`src/design/pqem_pkg.sv`:
```
// ----------------------------------------------------------------------------
// pqem_pkg
// Shared types and constants for the extract-max priority queue: request and
// response transaction structs, operation and status codes, default sizes.
// ----------------------------------------------------------------------------
package pqem_pkg;

  // Fixed field widths of the request and response transactions
  localparam int TAG_FIELD_BITS  = 32;
  localparam int PRIO_FIELD_BITS = 16;
  localparam int OCC_BITS        = 5;

  // Default sizes handed to the top-level parameters
  localparam int DEF_CAPACITY      = 16;
  localparam int DEF_TAG_BITS      = 32;
  localparam int DEF_PRIORITY_BITS = 16;

  typedef enum logic {
    OP_INSERT  = 1'b0,
    OP_EXTRACT = 1'b1
  } op_t;

  typedef enum logic [1:0] {
    ST_OK    = 2'd0,
    ST_EMPTY = 2'd1,
    ST_FULL  = 2'd2
  } status_t;

  typedef struct packed {
    op_t                        operation;
    logic [TAG_FIELD_BITS-1:0]  entry_tag;
    logic [PRIO_FIELD_BITS-1:0] entry_priority;
  } req_t;

  typedef struct packed {
    status_t                    status;
    logic [TAG_FIELD_BITS-1:0]  out_tag;
    logic [PRIO_FIELD_BITS-1:0] out_priority;
    logic [OCC_BITS-1:0]        occupancy;
  } rsp_t;

endpackage

```
`src/design/pqem_ram.sv`:
```
// ----------------------------------------------------------------------------
// pqem_ram
// Generic simple dual-port RAM: one write port, one read port, registered
// read data.
// ----------------------------------------------------------------------------
module pqem_ram #(
  parameter int WIDTH = 8,
  parameter int DEPTH = 16
) (
  input  logic                     clk,
  input  logic                     wr_en,
  input  logic [$clog2(DEPTH)-1:0] wr_addr,
  input  logic [WIDTH-1:0]         wr_data,
  input  logic                     rd_en,
  input  logic [$clog2(DEPTH)-1:0] rd_addr,
  output logic [WIDTH-1:0]         rd_data
);

  logic [WIDTH-1:0] mem [DEPTH];

  always_ff @(posedge clk) begin
    if (wr_en) begin
      mem[wr_addr] <= wr_data;
    end
    if (rd_en) begin
      rd_data <= mem[rd_addr];
    end
  end

endmodule

```
`src/design/pqem_max_unit.sv`:
```
// ----------------------------------------------------------------------------
// pqem_max_unit
// Running-maximum tracker shared across the extract scan. One slot word is
// compared per cycle; strict greater-than keeps the oldest entry on ties.
// ----------------------------------------------------------------------------
module pqem_max_unit #(
  parameter int CNT_W         = 5,
  parameter int PRIORITY_BITS = 16,
  parameter int WORD_W        = 48
) (
  input  logic              clk,
  input  logic              rst,
  input  logic              start,
  input  logic              sample,
  input  logic [CNT_W-1:0]  sample_idx,
  input  logic [WORD_W-1:0] sample_word,
  output logic [CNT_W-1:0]  best_idx,
  output logic [WORD_W-1:0] best_word
);

  logic first;
  logic take;

  // First sample of a scan always wins, later ones only when strictly larger
  always_comb begin
    take = sample && (first ||
           (sample_word[PRIORITY_BITS-1:0] > best_word[PRIORITY_BITS-1:0]));
  end

  always_ff @(posedge clk) begin
    if (rst) begin
      first <= 1'b1;
    end else if (start) begin
      first <= 1'b1;
    end else if (sample) begin
      first <= 1'b0;
    end
    if (take) begin
      best_idx  <= sample_idx;
      best_word <= sample_word;
    end
  end

endmodule

```
`src/design/priority_queue_extract_max.sv`:
```
// ----------------------------------------------------------------------------
// priority_queue_extract_max
// Bounded priority queue kept in arrival order, with insert and extract-max.
// ----------------------------------------------------------------------------
// Usage:
//   req channel (req_valid/req_ready/req) carries one operation per
//   transaction: insert a tag/priority pair, or extract the highest-priority
//   entry (oldest wins on equal priority). rsp channel (rsp_valid/rsp_ready/
//   rsp) returns exactly one response per request: status, extracted tag and
//   priority (zero unless an extract succeeded), and occupancy afterwards.
// Sequencing:
//   Insert, full insert and empty extract respond in the cycle after
//   acceptance. An extract scans the slot RAM through its single read
//   port and the shared compare unit, then entries behind the winner
//   are moved down one slot a cycle. One request is in flight at a
//   time; req_ready is low while an extract runs.
// Reset:
//   Synchronous rst empties the queue; slot RAM contents are not cleared.
// Stall:
//   The response register holds while rsp_ready is low; a new request is
//   taken only once the pending response is leaving or gone.
// ----------------------------------------------------------------------------
module priority_queue_extract_max #(
  parameter int CAPACITY      = pqem_pkg::DEF_CAPACITY,
  parameter int TAG_BITS      = pqem_pkg::DEF_TAG_BITS,
  parameter int PRIORITY_BITS = pqem_pkg::DEF_PRIORITY_BITS
) (
  input  logic           clk,
  input  logic           rst,
  input  logic           req_valid,
  output logic           req_ready,
  input  pqem_pkg::req_t req,
  output logic           rsp_valid,
  input  logic           rsp_ready,
  output pqem_pkg::rsp_t rsp
);

  import pqem_pkg::*;

  localparam int CNT_W  = $clog2(CAPACITY + 1);
  localparam int ADDR_W = $clog2(CAPACITY);
  localparam int WORD_W = TAG_BITS + PRIORITY_BITS;
  localparam logic [CNT_W-1:0] CAP_CNT = CNT_W'(CAPACITY);

  typedef enum logic [1:0] {
    S_IDLE,
    S_SCAN,
    S_SHIFT,
    S_DONE
  } state_t;

  state_t             state;
  logic [CNT_W-1:0]   cnt;
  logic [CNT_W-1:0]   ptr;
  logic               pend;
  logic [CNT_W-1:0]   pend_idx;

  logic               slot_free;
  logic               accept;
  logic               start;
  logic               rsp_load;
  logic               sample;
  logic [CNT_W-1:0]   cnt_inc;
  logic [CNT_W-1:0]   cnt_dec;
  logic [CNT_W-1:0]   shift_dst;
  logic [CNT_W-1:0]   best_idx;
  logic [WORD_W-1:0]  best_word;
  logic [TAG_BITS+TAG_FIELD_BITS-1:0]       tag_in_ext;
  logic [PRIORITY_BITS+PRIO_FIELD_BITS-1:0] prio_in_ext;
  logic [TAG_FIELD_BITS+TAG_BITS-1:0]       tag_out_ext;
  logic [PRIO_FIELD_BITS+PRIORITY_BITS-1:0] prio_out_ext;
  logic [WORD_W-1:0]  new_word;

  logic               ram_wr_en;
  logic [ADDR_W-1:0]  ram_wr_addr;
  logic [WORD_W-1:0]  ram_wr_data;
  logic               ram_rd_en;
  logic [WORD_W-1:0]  ram_rd_data;

  // Count to occupancy field width, zero-extended or truncated
  function automatic logic [OCC_BITS-1:0] to_occ(input logic [CNT_W-1:0] c);
    logic [OCC_BITS+CNT_W-1:0] ext;
    ext = {{OCC_BITS{1'b0}}, c};
    return ext[OCC_BITS-1:0];
  endfunction

  // Width adaptation between transaction fields and stored words
  always_comb begin
    tag_in_ext   = {{TAG_BITS{1'b0}}, req.entry_tag};
    prio_in_ext  = {{PRIORITY_BITS{1'b0}}, req.entry_priority};
    new_word     = {tag_in_ext[TAG_BITS-1:0], prio_in_ext[PRIORITY_BITS-1:0]};
    tag_out_ext  = {{TAG_FIELD_BITS{1'b0}}, best_word[WORD_W-1:PRIORITY_BITS]};
    prio_out_ext = {{PRIO_FIELD_BITS{1'b0}}, best_word[PRIORITY_BITS-1:0]};
  end

  // Handshake and counters
  always_comb begin
    slot_free = !rsp_valid || rsp_ready;
    req_ready = (state == S_IDLE) && slot_free;
    accept    = req_valid && req_ready;
    start     = accept && (req.operation == OP_EXTRACT) && (cnt != '0);
    // response loads on an insert or empty extract at acceptance, or at the end of an extract
    rsp_load  = (accept && !start) || ((state == S_DONE) && slot_free);
    sample    = pend && (state == S_SCAN);
    cnt_inc   = cnt + CNT_W'(1);
    cnt_dec   = cnt - CNT_W'(1);
    shift_dst = pend_idx - CNT_W'(1);
  end

  // Slot RAM port control
  always_comb begin
    ram_wr_en   = 1'b0;
    ram_wr_addr = cnt[ADDR_W-1:0];
    ram_wr_data = new_word;
    ram_rd_en   = 1'b0;
    case (state)
      S_IDLE: begin
        ram_wr_en = accept && (req.operation == OP_INSERT) && (cnt != CAP_CNT);
      end
      S_SCAN: begin
        ram_rd_en = (ptr != cnt);
      end
      S_SHIFT: begin
        // read slot i, write it to slot i-1 in the following cycle
        ram_rd_en   = (ptr != cnt);
        ram_wr_en   = pend;
        ram_wr_addr = shift_dst[ADDR_W-1:0];
        ram_wr_data = ram_rd_data;
      end
      default: begin
      end
    endcase
  end

  pqem_ram #(
    .WIDTH (WORD_W),
    .DEPTH (CAPACITY)
  ) u_slots (
    .clk     (clk),
    .wr_en   (ram_wr_en),
    .wr_addr (ram_wr_addr),
    .wr_data (ram_wr_data),
    .rd_en   (ram_rd_en),
    .rd_addr (ptr[ADDR_W-1:0]),
    .rd_data (ram_rd_data)
  );

  pqem_max_unit #(
    .CNT_W         (CNT_W),
    .PRIORITY_BITS (PRIORITY_BITS),
    .WORD_W        (WORD_W)
  ) u_max (
    .clk         (clk),
    .rst         (rst),
    .start       (start),
    .sample      (sample),
    .sample_idx  (pend_idx),
    .sample_word (ram_rd_data),
    .best_idx    (best_idx),
    .best_word   (best_word)
  );

  // Sequencer, count, read pointer and response register
  always_ff @(posedge clk) begin
    if (rst) begin
      state     <= S_IDLE;
      cnt       <= '0;
      ptr       <= '0;
      pend      <= 1'b0;
      rsp_valid <= 1'b0;
    end else begin
      if (rsp_load) begin
        rsp_valid <= 1'b1;
      end else if (rsp_valid && rsp_ready) begin
        rsp_valid <= 1'b0;
      end
      pend <= ram_rd_en;
      if (ram_rd_en) begin
        pend_idx <= ptr;
        ptr      <= ptr + CNT_W'(1);
      end
      case (state)
        S_IDLE: begin
          if (accept) begin
            rsp.out_tag      <= '0;
            rsp.out_priority <= '0;
            if (req.operation == OP_INSERT) begin
              if (cnt == CAP_CNT) begin
                rsp.status    <= ST_FULL;
                rsp.occupancy <= to_occ(cnt);
              end else begin
                cnt           <= cnt_inc;
                rsp.status    <= ST_OK;
                rsp.occupancy <= to_occ(cnt_inc);
              end
            end else if (cnt == '0) begin
              rsp.status    <= ST_EMPTY;
              rsp.occupancy <= '0;
            end else begin
              ptr   <= '0;
              state <= S_SCAN;
            end
          end
        end
        S_SCAN: begin
          // all slots read and compared: close the gap behind the winner
          if ((ptr == cnt) && !pend) begin
            ptr   <= best_idx + CNT_W'(1);
            state <= S_SHIFT;
          end
        end
        S_SHIFT: begin
          if ((ptr == cnt) && !pend) begin
            state <= S_DONE;
          end
        end
        S_DONE: begin
          if (slot_free) begin
            rsp.status       <= ST_OK;
            rsp.out_tag      <= tag_out_ext[TAG_FIELD_BITS-1:0];
            rsp.out_priority <= prio_out_ext[PRIO_FIELD_BITS-1:0];
            rsp.occupancy    <= to_occ(cnt_dec);
            cnt              <= cnt_dec;
            state            <= S_IDLE;
          end
        end
        default: begin
          state <= S_IDLE;
        end
      endcase
    end
  end

endmodule

```
`config.mk`:
```
export PLATFORM = sky130hd
export DESIGN_NAME = priority_queue_extract_max
export DESIGN_NICKNAME = d
export VERILOG_FILES = /design/src/design/pqem_pkg.sv /design/src/design/pqem_ram.sv /design/src/design/pqem_max_unit.sv /design/src/design/priority_queue_extract_max.sv
export SDC_FILE = /design/constraint.sdc
export NUM_CORES = 1
export LEC_CHECK = 0
export BUFFER_PORTS_ARGS = -buffer_cell sky130_fd_sc_hd__buf_2
export CAP_MARGIN = 0
export CORE_AREA = 2 2 261 263
export DETAILED_ROUTE_END_ITERATION = 8
export DIE_AREA = 0 0 263 265
export PLACE_DENSITY_LB_ADDON = 0.15
export SETUP_SLACK_MARGIN = 0.3
export SYNTH_ARGS = -nofsm -noshare
export SYNTH_HDL_FRONTEND = slang
export SYNTH_HIERARCHICAL = 1
export SYNTH_SLANG_ARGS = --single-unit
```
`constraint.sdc`:
```
create_clock -name clk -period 5.55 [get_ports clk]
set_clock_uncertainty 0.1 [all_clocks]
set_input_delay 1.11 -clock clk [delete_from_list [all_inputs] [get_ports clk]]
set_output_delay 1.11 -clock clk [all_outputs]
set_load 0.005 [all_outputs]
```
Word-level counts from Yosys, hierarchy flattened:

Memories as Yosys holds them, arrays and structs flattened. A register that Yosys moved wholly into a read port is not among the register bits.
Index checks and enable logic that the tools add are counted.

* bits in registers: 128
* memories: 1
* bits of input ports: 53
* logic and storage cells: 101
* bits in writable memories: 768

Memories
* u_slots.mem: words 16, width 48, read ports 1, clocked after memory_dff 1, wr ports 1, RTL line pqem_ram.sv:19 `logic [WIDTH-1:0] mem [DEPTH];`

* add/sub/neg operators: 5
* mux-type cells: 34
* bitwise logic cells: 2
* equal/unequal tests: 15
* order comparisons: 1
* reductions and logical operators: 30

Operators by type and width (count)
* 2-to-1 mux 55 bit: 2
* one-hot mux 55 bit (2 select lines): 1
* 2-to-1 mux 5 bit: 11
* 2-to-1 mux 48 bit: 1
* one-hot mux 5 bit (2 select lines): 2
* 2-to-1 mux 2 bit: 9
* greater-than comparator 16 bit: 1
* adder 5 x 1 -> 5 bit, second input constant: 3
* logical AND 1 bit: 12
* inequality test 2 bit, second input constant: 6
* one-hot mux 2 bit (4 select lines): 1
* AND reduction 4 bit: 2
* AND reduction 6 bit: 1
* equality test 5 bit: 1
* equality test 5 bit, second input constant: 1
* logical NOT 5 bit: 1
* 2-to-1 mux 1 bit: 5
* inequality test 5 bit: 1
* inequality test 5 bit, second input constant: 1
* AND reduction 5 bit: 1
* nonzero test 5 bit: 1
* subtractor 5 x 1 -> 5 bit, second input constant: 1
* equality test 2 bit, second input constant: 2
* 2-to-1 mux 4 bit: 1
* other kinds (12): 19

Logic depth before layout (Yosys ltp):

* word-level depth: 10
* depth in mapped cells: 9
* gate-level depth less buffers: 8

Modules after synthesis:

The synthesis kept the hierarchy.

By module, submodules not included
* pqem_ram: area an instance 30171.4 um^2, cells an instance 1242, sequential area each 24503.5 um^2, times used 1
* priority_queue_extract_max: area an instance 4152.7 um^2, cells an instance 361, sequential area each 2082.0 um^2, times used 1
* pqem_max_unit: area an instance 2030.7 um^2, cells an instance 114, sequential area each 1611.5 um^2, times used 1

Least setup slack after synthesis:

OpenSTA, ideal clock, no wires.

* path type: register to register
* start: reg state[0]
* end: mem u_slots/mem[0][0] in the netlist's numbering, enable pin
* stages on the path, launching flop included: 10
* setup slack: -0.350 ns
* clock period less this slack: 5.900 ns
* arrival time: 5.287 ns
* data required time: 4.937 ns
* path through: dfxtp_1 -> inv_1 -> ha_1 -> clkbuf_1 -> buf_1 -> clkbuf_1 -> nand2_1 -> nand2_1 -> or3b_2 -> nor3_1

* word-level cells in the longest chain between the ends: 8
* elaborated cells between the ends (all ways): 10
* those cells by class: 1 x eq/ne; 4 x mux; 5 x reduce/logical

Ends and longest elaborated chain
* start, declared: RTL line priority_queue_extract_max.sv:52 `state_t state;`
* start signal, assigned: RTL line priority_queue_extract_max.sv:166 `state <= S_IDLE;`
* start signal, assigned: RTL line priority_queue_extract_max.sv:201 `state <= S_SCAN;`
* start signal, assigned: RTL line priority_queue_extract_max.sv:209 `state <= S_SHIFT;`
* logical NOT 2 bit: RTL line priority_queue_extract_max.sv:99, priority_queue_extract_max.sv:116
* logical AND 1 bit: RTL line priority_queue_extract_max.sv:99 `req_ready = (state == S_IDLE) && slot_free;`
* logical AND 1 bit: RTL line priority_queue_extract_max.sv:100 `accept = req_valid && req_ready;`
* logical AND 1 bit (2 in series): RTL line priority_queue_extract_max.sv:118 `ram_wr_en = accept && (req.operation == OP_INSERT) && (cnt != CAP_CNT);`
* one-hot mux 1 bit (2 select lines) (*): RTL line priority_queue_extract_max.sv:116 `case (state)`
* named net ram_wr_en: RTL line priority_queue_extract_max.sv:74 `logic ram_wr_en;`
* 2-to-1 mux 1 bit (*): RTL line pqem_ram.sv:22 `if (wr_en) begin`
* 2-to-1 mux 1 bit (implied by the code) (*): RTL line pqem_ram.sv:23 `mem[wr_addr] <= wr_data;`
* end, declared: RTL line pqem_ram.sv:19

The timed path passes the listed nets; every way through them passes the cells marked *.

Final worst setup path:

* start: reg state[0]
* end: mem u_slots/mem[3][42] in the netlist's numbering, enable pin

* elaborated cells between the ends (all ways): 10
* those cells by class: 1 x eq/ne; 4 x mux; 5 x reduce/logical

RTL lines
* equality test 2 bit: RTL line priority_queue_extract_max.sv:116
* 2-to-1 mux 4 bit: RTL line priority_queue_extract_max.sv:116
* named net ram_wr_addr[1]: RTL line priority_queue_extract_max.sv:75 `logic [ADDR_W-1:0] ram_wr_addr;`

The timed path passes the listed nets, and every way through them passes these cells.

==> flow_metrics.env <==
export IMPL_outcome="completed"
export IMPL_synthToLayoutAreaGrowth_pct=13.26
export IMPL_design_area_sq_um=41180
export IMPL_grt_pass1_vias=17920
export IMPL_synthSimpleGateAreaFrac_pct=3.104
export IMPL_synth_distinct_cells=57
export IMPL_drive_gt1_share_pct=28.32
export IMPL_vias_per_cell=6.217
export IMPL_hold_class="reg -> reg"
export IMPL_place_hpwl_um=46560
export IMPL_setup_tns_ps=0
export IMPL_yosys_top_cells_area="edfxtp_1 (77%), mux4_2 (12%), a22oi_1 (2.0%)"
export IMPL_core_area_sq_um=66800
export IMPL_routed_top_layer="met4"
export IMPL_layout_min_cycle_time_ps=4147
export IMPL_numCtsBuffers=94
export IMPL_irDropWorstVdd_v=0.0002984
export IMPL_pin_count=110
export IMPL_place_area_sq_um=38150
export IMPL_portBuffers=109
export IMPL_ys_warn_count=6
export IMPL_routedWlPerCell_um=27.94
export IMPL_synth_most_common_cell="edfxtp_1"
export IMPL_ctsHtreeMaxLevel=3
export IMPL_arrival_ps=4360
export IMPL_die_area_sq_um=69700
export IMPL_grt_pass1_wl_um=117400
export IMPL_synth_avg_cell_area_sq_um=21.17
export IMPL_fp_row_count=95
export IMPL_end_kind="flop"
export IMPL_powerDensity_nw_per_um2=468.0
export IMPL_async_reset_ff_share_pct=0
export IMPL_routabilityCongestion=0.7691
export IMPL_synth_compound_area_share_pct=3.063
export IMPL_grt_use_total_pct=23.04
export IMPL_synthesis_instances=1717
export IMPL_r2r_end="u_slots/mem[3][42]$_DFFE_PP_"
export IMPL_r2r_cells=7
export IMPL_cts_hold_buf=0
export IMPL_synthFlopType="edfxtp_1"
export IMPL_critPathKind="reg -> reg"
export IMPL_synth_mux_area_share_pct=13.41
export IMPL_wl_met2_um=35550
export IMPL_crit_start="state[0]$_SDFFE_PP0P_"
export IMPL_slew_violations=0
export IMPL_synth_top_cell_area_share_pct=76.73
export IMPL_hold_viol_final=0
export IMPL_yosysTopAreaCell="edfxtp_1"
export IMPL_synth_top_family_by_area="multiplexers"
export IMPL_clkSlewWorstSetupHoldPaths_ps=60
export IMPL_antenna_left=0
export IMPL_max_stage_delay_ps=950
export IMPL_r2r_start="state[0]$_SDFFE_PP0P_"
export IMPL_cts_buffer_depth=3
export IMPL_start_util_pct=54.42
export IMPL_final_nets=1952
export IMPL_seq_area_frac_synth_pct=77.56
export IMPL_die_h_um=265
export IMPL_multiInputGateArea_sq_um=7821
export IMPL_cap_violations=0
export IMPL_tightest_slew_ps=1233
export IMPL_die_width_um=263
export IMPL_slowest_stage="a21oi_1"
export IMPL_netlist_area_sq_um=36350
export IMPL_slew_headroom_pct=17.82
export IMPL_met1_length_um=34880
export IMPL_gr_total_overflow=0
export IMPL_via_count=17560
export IMPL_path_cells="inv_1, ha_4, nor2_1, a21oi_1, nand2_1, nor2_4, buf_12"
export IMPL_ys_ff_latch=944
export IMPL_p_total_uw=19270
export IMPL_dr_pass1_iters=5
export IMPL_cts_tree="yes"
export IMPL_setup_viol_count_final=0
export IMPL_synthAdderAreaFrac_pct=0.9292
export IMPL_p_leak_uw=0.01304
export IMPL_regArea_sq_um=28200
export IMPL_critPathLaunchType="flop"
export IMPL_critical_path_endpoint="u_slots/mem[3][42]$_DFFE_PP_"
export IMPL_grt_max_degree=125
export IMPL_wirelength_um=78920
export IMPL_critical_path_required_ps=5760
export IMPL_fillCellCount=4654
export IMPL_synth_commonest_cells="edfxtp_1 (929), mux4_2 (192), a22oi_1 (96)"
export IMPL_fmax_mhz=241.2
export IMPL_fin_crit_sh_pct=74.71
export IMPL_r2r_setup_slack_ps=1400
export IMPL_first_iter_violations=2041
export IMPL_synth_xor_area_share_pct=0.4577
export IMPL_synth_edf_count=929
export IMPL_antenna_found_initial=2
export IMPL_root_buffer="clkbuf_16"
export IMPL_cts_resized=0
export IMPL_clock_sinks=944
export IMPL_synth_nets=1797
export IMPL_dr_wl_met3_um=7278
export IMPL_rsz0062_at_grt="false"
export IMPL_clk_latency_ps=640
export IMPL_drc_errors=0
export IMPL_critPathMaxFanout=32
export IMPL_cts_setup_buffers=0
export IMPL_whs_ps=328.2
==> per-layer routing <==
layer  vias up  GRT usage (%)
li1       7403              -
met1      9273          35.52
met2       791          33.91
met3        90          5.509
met4         0          5.143
met5         -              0
==> worst min path at each step <==
stage                          start                           to  cells after the start
3_5_place_dp   pend_idx[4]$_DFFE_PP_  u_max/best_idx[4]$_DFFE_PP_                      0
5_1_grt        pend_idx[4]$_DFFE_PP_  u_max/best_idx[4]$_DFFE_PP_                      0
3_3_place_gp   pend_idx[4]$_DFFE_PP_  u_max/best_idx[4]$_DFFE_PP_                      0
4_1_cts        pend_idx[4]$_DFFE_PP_  u_max/best_idx[4]$_DFFE_PP_                      0
6_report       pend_idx[4]$_DFFE_PP_  u_max/best_idx[4]$_DFFE_PP_                      0
2_1_floorplan  pend_idx[4]$_DFFE_PP_  u_max/best_idx[4]$_DFFE_PP_                      0
==> placed cells by master, fill, tap and decap left out, types with 4 or more instances in the layout <==
| cell type | synthesis | layout |
|---|---|---|
| mux2_2 | 48 | 48 |
| nand3_1 | 8 | 8 |
| clkbuf_16 | 0 | 97 |
| inv_1 | 27 | 26 |
| a21oi_1 | 23 | 23 |
| o21ai_1 | 7 | 7 |
| nand2b_1 | 7 | 7 |
| inv_6 | 0 | 4 |
| nand2_1 | 67 | 67 |
| nor2_4 | 0 | 13 |
| clkinv_1 | 0 | 27 |
| mux4_2 | 192 | 192 |
| nor3_1 | 9 | 4 |
| and2_1 | 50 | 49 |
| edfxtp_1 | 929 | 929 |
| dfxtp_1 | 15 | 13 |
| o21ai_0 | 9 | 9 |
| ha_1 | 27 | 25 |
| o31ai_1 | 4 | 4 |
| a22oi_1 | 96 | 96 |
| nor2_1 | 34 | 21 |
| bufinv_16 | 0 | 10 |
| buf_2 | 7 | 109 |
| xnor2_1 | 13 | 13 |
| buf_12 | 0 | 10 |
| nor3_4 | 0 | 5 |
| buf_4 | 19 | 24 |
| xor2_1 | 6 | 6 |
| nand4_1 | 9 | 9 |
| nor2b_1 | 7 | 5 |
| clkbuf_1 | 33 | 16 |
| clkinv_2 | 0 | 17 |
==> power by group <==
part,switching [uW],internal [uW]
logic,2420,1420
registers,298,8920
clock network,2570,3650
==> layout make-up <==
type                    instances  area share (%)
multi-input cells             662           18.99
diodes                          2         0.01215
inverters                      27          0.2461
well taps                     873           2.653
clock buffers                 113           6.041
flip-flops and latches        944           68.50
clock inverters                60           1.307
repair buffers                143           2.249
==> per-stage QoR <==
| step | util (%) | worst slack [ps] | std cells |
|---|---|---|---|
| 6_report | 61.64 | 1403 | 2824 |
| 4_1_cts | 61.63 | 1384 | 2822 |
| 3_3_place_gp | 57.10 | 1566 | 2649 |
| 5_1_grt | 61.63 | 1177 | 2822 |
| 3_5_place_dp | 57.10 | 1448 | 2649 |
| 2_1_floorplan | - | 831.9 | 1717 |
==> registers in the layout, summed over array words and instances, names as in the netlist <==
signal           flops
cnt                  5
pend                 1
pend_idx             5
ptr                  5
rsp                 55
rsp_valid            1
state                2
u_max/best_idx       5
u_max/best_word     48
u_max/first          1
u_slots/mem        768
u_slots/rd_data     48
==> logic make-up after synthesis <==
family / Yosys count
buffers and inverters: 111
adders and majority gates: 27
muxes: 241
AOI/OAI and AO/OA: 158
xor gates and xnor gates: 19
and+or+nand+nor: 217
DFF: 944
==> worst max-delay path, delay by kind of cell (launching register included) <==
kind / cells / cell delay (ps)
fa+ha+maj: 1 / 560
compound gates: 1 / 950
flops: 1 / 340
buf+inv: 2 / 450
simple gates: 3 / 1340
Note: power is estimated with default switching activity, not from simulation.
